--- src/rtl/core/periodic_poll_scheduler_unit_assert.svh ---
// Assertion macros used by the scheduler back end (pps_back).
// Each macro expects signals named clk and rst in the including scope.
`ifndef PERIODIC_POLL_SCHEDULER_UNIT_ASSERT_SVH
`define PERIODIC_POLL_SCHEDULER_UNIT_ASSERT_SVH

// Consequent checked in the same cycle as the antecedent.
`define PPS_ASSERT_NOW(label, ante, cons) \
  label: assert property (@(posedge clk) disable iff (rst) (ante) |-> (cons)) \
    else $error("scheduler assertion failed");

// Consequent checked in the cycle after the antecedent.
`define PPS_ASSERT_NEXT(label, ante, cons) \
  label: assert property (@(posedge clk) disable iff (rst) (ante) |=> (cons)) \
    else $error("scheduler assertion failed");

`endif

--- src/rtl/core/pps_pkg.sv ---
// Shared types and constants of the periodic poll scheduler.
// No dependencies; used by the front end, the back end and the top module.
package pps_pkg;

  localparam int MAX_ENTRIES_DEF = 32;
  localparam int MAX_GROUPS_DEF  = 16;
  localparam int PID_TYPES_DEF   = 8;

  typedef logic [2:0] op_t;
  localparam op_t OP_WR_ENTRY  = 3'd0;
  localparam op_t OP_WR_GROUP  = 3'd1;
  localparam op_t OP_RESTART   = 3'd2;
  localparam op_t OP_GROUP_RT  = 3'd3;
  localparam op_t OP_QUERY     = 3'd4;
  localparam op_t OP_REPORT    = 3'd5;
  localparam op_t OP_NOP       = 3'd7;

  typedef logic [2:0] cfg_idx_t;
  localparam cfg_idx_t CFG_ENTRY_COUNT   = 3'd0;
  localparam cfg_idx_t CFG_GROUP_COUNT   = 3'd1;
  localparam cfg_idx_t CFG_TYPE_MASK     = 3'd2;
  localparam cfg_idx_t CFG_STAGGER       = 3'd3;
  localparam cfg_idx_t CFG_BACKOFF_STRK  = 3'd4;
  localparam cfg_idx_t CFG_BACKOFF_MULT  = 3'd5;

  localparam logic [23:0] PERIOD_ZERO_MS = 24'd1000;
  localparam logic [9:0]  MS_TO_US       = 10'd1000;
  localparam logic [15:0] STREAK_MAX     = 16'hFFFF;
  localparam logic [24:0] NO_OVERRIDE    = 25'h1FFFFFF;

  typedef struct packed {
    logic [5:0]  active_entries;
    logic [4:0]  group_count;
    logic [7:0]  type_mask;
    logic [19:0] stagger;
    logic [15:0] backoff_streak;
    logic [4:0]  backoff_mult;
  } cfg_t;

  typedef struct packed {
    op_t         op;
    logic [4:0]  idx;
    logic [61:0] now;
    logic [23:0] per;
    logic [24:0] ov;
    logic [3:0]  grp;
    logic [2:0]  typ;
    logic        pid;
    logic        en;
    logic        ok;
  } req_t;

  typedef struct packed {
    logic [23:0] period;
    logic [3:0]  grp;
    logic [2:0]  pid_type;
    logic        is_pid;
    logic        enabled;
  } entry_t;

  typedef struct packed {
    logic        found;
    logic [4:0]  entry;
    logic [62:0] due;
  } res_t;

endpackage

--- src/rtl/core/pps_front.sv ---
// Front end: accepts requests, classifies them and queues them for the engine.
// Depends on pps_pkg.
module pps_front #(
  parameter int MAX_ENTRIES = pps_pkg::MAX_ENTRIES_DEF,
  parameter int MAX_GROUPS  = pps_pkg::MAX_GROUPS_DEF
) (
  input  logic               clk,
  input  logic               rst,
  input  logic               req_valid,
  output logic               req_stall,
  input  logic [2:0]         req_type,
  input  logic [4:0]         index,
  input  logic [61:0]        now_us,
  input  logic [23:0]        req_period,
  input  logic signed [24:0] override_ms,
  input  logic [3:0]         group,
  input  logic [2:0]         pid_type,
  input  logic               is_pid,
  input  logic               enabled,
  input  logic               ok,
  output logic               q_valid,
  output pps_pkg::req_t      q_req,
  input  logic               q_pop
);
  import pps_pkg::*;

  req_t       cls;
  req_t       fifo_q [2];
  logic [1:0] count;
  logic       wp;
  logic       rp;
  logic       accept;
  logic       ent_ok;
  logic       grp_ok;

  assign ent_ok = 32'(index) < MAX_ENTRIES;
  assign grp_ok = 32'(index) < MAX_GROUPS;

  always_comb begin
    cls.idx = index;
    cls.now = now_us;
    cls.per = req_period;
    cls.ov  = override_ms;
    cls.grp = group;
    cls.typ = pid_type;
    cls.pid = is_pid;
    cls.en  = enabled;
    cls.ok  = ok;
    unique case (req_type)
      OP_WR_ENTRY: cls.op = ent_ok ? OP_WR_ENTRY : OP_NOP;
      OP_WR_GROUP: cls.op = grp_ok ? OP_WR_GROUP : OP_NOP;
      OP_RESTART:  cls.op = OP_RESTART;
      OP_GROUP_RT: cls.op = grp_ok ? OP_GROUP_RT : OP_NOP;
      OP_QUERY:    cls.op = OP_QUERY;
      OP_REPORT:   cls.op = ent_ok ? OP_REPORT : OP_NOP;
      default:     cls.op = OP_NOP;
    endcase
  end

  assign req_stall = count == 2'd2;
  assign accept    = req_valid && !req_stall;
  assign q_valid   = count != 2'd0;
  assign q_req     = fifo_q[rp];

  always_ff @(posedge clk) begin
    if (accept) begin
      fifo_q[wp] <= cls;
    end
  end

  always_ff @(posedge clk) begin
    if (rst) begin
      count <= 2'd0;
      wp    <= 1'b0;
      rp    <= 1'b0;
    end else begin
      if (accept) begin
        wp <= !wp;
      end
      if (q_pop) begin
        rp <= !rp;
      end
      count <= count + {1'b0, accept} - {1'b0, q_pop};
    end
  end

endmodule

--- config.mk ---
export PLATFORM = sky130hd
export DESIGN_NAME = pps_front
export DESIGN_NICKNAME = d
export VERILOG_FILES = /design/src/rtl/core/periodic_poll_scheduler_unit_assert.svh /design/src/rtl/core/pps_pkg.sv /design/src/rtl/core/pps_front.sv
export SDC_FILE = /design/constraint.sdc
export NUM_CORES = 1
export LEC_CHECK = 0
export ABC_AREA = 1
export BUFFER_PORTS_ARGS = -buffer_cell sky130_fd_sc_hd__clkbuf_2
export CAP_MARGIN = 20
export CORE_MARGIN = 2
export CORE_UTILIZATION = 40
export CTS_BUF_LIST = sky130_fd_sc_hd__clkbuf_4 sky130_fd_sc_hd__clkbuf_8
export DETAILED_ROUTE_END_ITERATION = 8
export PLACE_DENSITY = 0.7
export SYNTH_ARGS = -nofsm -noshare
export SYNTH_HDL_FRONTEND = slang
export SYNTH_SLANG_ARGS = --single-unit
--- constraint.sdc ---
create_clock -name clk -period 8.3 [get_ports clk]
set_input_delay 0.415 -clock clk [delete_from_list [all_inputs] [get_ports clk]]
set_output_delay 0.415 -clock clk [all_outputs]
set_load 0.005 [all_outputs]
==> impl_metrics.env <==
export IMPL_status="complete, no violations"
export IMPL_power_density_nw_per_um2=252.1
export IMPL_rsz0062_at_grt="no"
export IMPL_cts_buffers=43
export IMPL_synth_fp_nets=575
export IMPL_cp_end_kind="primary output"
export IMPL_vdd_ir_drop_max_v=0.0001233
export IMPL_period_needed_ps=3244
export IMPL_die_h_um=159.0
export IMPL_ys_seq_area_share_pct=81.62
export IMPL_final_antenna_net_count=0
export IMPL_final_layout_size_suffix_gt1_share_pct=61.04
export IMPL_worst_path_dominant_cell_family="flip-flops"
export IMPL_global_route_usage_met1_pct=17.06
export IMPL_grt_use_total_pct=14.46
export IMPL_finish_utilization_pct=51.22
export IMPL_worstSkewPairLatency_ps=520
export IMPL_max_slew_margin_pct=31.35
export IMPL_drc_errors=0
export IMPL_cp_data_arrival_time_ps=2830
export IMPL_cp_cell_sequence="buf_4, mux2_2, clkbuf_2"
export IMPL_die_area_um2=25290
export IMPL_first_pass_iters=4
export IMPL_tightest_slew_ps=1030
export IMPL_cts_buffer_depth=3
export IMPL_grt_pass1_wl_um=28750
export IMPL_cp_required_ps=7890
export IMPL_initial_core_util_pct=40.84
export IMPL_via_per_inst=4.592
export IMPL_worstSetupPathType="flip-flop to primary output"
export IMPL_vias=5005
export IMPL_cts_setup_buffers=0
export IMPL_postPlaceCellArea_um2=11230
export IMPL_crit_path_top_delay_cell="dfxtp_4"
export IMPL_min_period_over_period_pct=39.08
export IMPL_max_clock_freq_ghz=0.3083
export IMPL_synth_top_area_share_pct=80.58
export IMPL_most_common_layout_cells="263 x clkbuf_2, 258 x edfxtp_1, 129 x mux2_2, 45 x clkbuf_8, 23 x clkbuf_4"
export IMPL_die_w_um=159.0
export IMPL_fin_setup_tns_ps=0
export IMPL_setup_viol=0
export IMPL_coreArea_um2=23540
export IMPL_cts_root_buf="clkbuf_8"
export IMPL_wl_um=18610
export IMPL_path_buf_inv=2
export IMPL_area_delta_synth_final_pct=25.43
export IMPL_finalPower_mw=3.040
export IMPL_maxCapViolCount=0
export IMPL_crit_fanout=67
export IMPL_hpwl_um=12100
export IMPL_grt_pass1_vias=5453
export IMPL_drt_iter0_drc=233
export IMPL_yosys_top_cells_area="edfxtp_1 81%, mux2_2 15%, buf_6 1.5%"
export IMPL_synth_cells=440
export IMPL_wl_per_cell_um=17.07
export IMPL_grt_overflow=0
export IMPL_ios=264
export IMPL_fp_row_count=56
export IMPL_layout_cells_most_common="clkbuf_2"
export IMPL_synth_seq_cells=263
export IMPL_yosys_warnings=0
export IMPL_avgSynthCellArea_um2=21.85
export IMPL_hold_class="input pin to flip-flop"
export IMPL_synth_top_area_cell="edfxtp_1"
export IMPL_syn_cell_area_um2=9614
export IMPL_slew_viol_final=0
export IMPL_cp_start_kind="flip-flop"
export IMPL_io_buffer_count=263
export IMPL_grtUsageMet3_pct=4.975
export IMPL_tritoncts="yes"
export IMPL_gp_congestion=0.7509
export IMPL_antenna_found_initial=1
export IMPL_clock_sinks=263
export IMPL_fin_nets=874
export IMPL_grt_met2_usage_pct=24.39
export IMPL_power_leakage_nw=4.609
export IMPL_grt_max_degree=74
export IMPL_h_tree_depth=2
export IMPL_regToRegSetupSlack_ps=5800
export IMPL_cts_resized=0
export IMPL_cts_hold_buf=0
export IMPL_top_usage_layer="met2"
export IMPL_finalHoldViolations=0
export IMPL_cpPeakStageDelay_ps=920
export IMPL_path_clk_slew_ps=60
export IMPL_clock_skew_ps=11.64
export IMPL_ys_types=14
export IMPL_fin_area_um2=12060
metrics by stage:
step           cells  hold slack (ps)  worst slack (ps)
2_1_floorplan    440            475.0              1787
3_3_place_gp    1013            493.5              5491
3_5_place_dp    1013            506.4              5513
4_1_cts         1089            29.57              4929
5_1_grt         1089            38.16              4847
6_report        1090            79.84              5056
layout make-up:
cell class / instances / area (um2)
fillers: 1998 / 11480
flip-flops and latches: 263 / 7851
multi-input cells: 153 / 1585
repair buffers: 268 / 1354
clock buffers: 68 / 792.0
well taps: 319 / 399.1
inverters: 10 / 42.54
clock inverters: 8 / 32.53
diodes: 1 / 2.502
cells by family after synthesis:
kind of cell | Yosys count | synth area share (%)
DFF | 263 | 81.62
muxes | 129 | 15.11
buffers and inverters | 24 | 1.965
and+or+nand+nor | 17 | 0.6897
AOI/OAI and AO/OA | 4 | 0.2603
adders and majority gates | 2 | 0.2602
xor gates and xnor gates | 1 | 0.09112
state kept, by name (all words and copies together) (netlist names), named ones only:
| register | cells |
|---|---|
| wp | 1 |
| rp | 1 |
| fifo_q | 258 |
| count | 2 |
layer usage:
metal	vias to the layer above	share of wire, %
met3	40	8.1
met4	0	2.5
met5	-	0
li1	2339	-
met1	2418	40
met2	208	50
power by group:
part	internal [mW]	switching (mW)	leakage (nW)	total [mW]
Combinational	0.166	0.174	1.72	0.340
Sequential	1.60	0.0365	2.45	1.63
Clock	0.601	0.467	0.447	1.07
path summary, 6_finish.rpt:
kind / start / endpoint / cells past startpoint
hold reg to reg: rp / rp / 2
setup / recovery: flip-flop / q_req[109] / 3
setup reg to reg: count[0] / fifo_q[1][9] / 5
hold / removal: now_us[58] / fifo_q[0][117] / 1
cells in the mapped netlist, drive strengths merged:
library cell / n
nor2: 6
xnor2: 1
inv: 10
mux2: 129
nand3: 2
ha: 2
edfxtp: 258
o21bai: 1
nand2: 9
dfxtp: 5
a21o: 1
a21oi: 2
buf: 14
(Power assumes the default switching activity.)
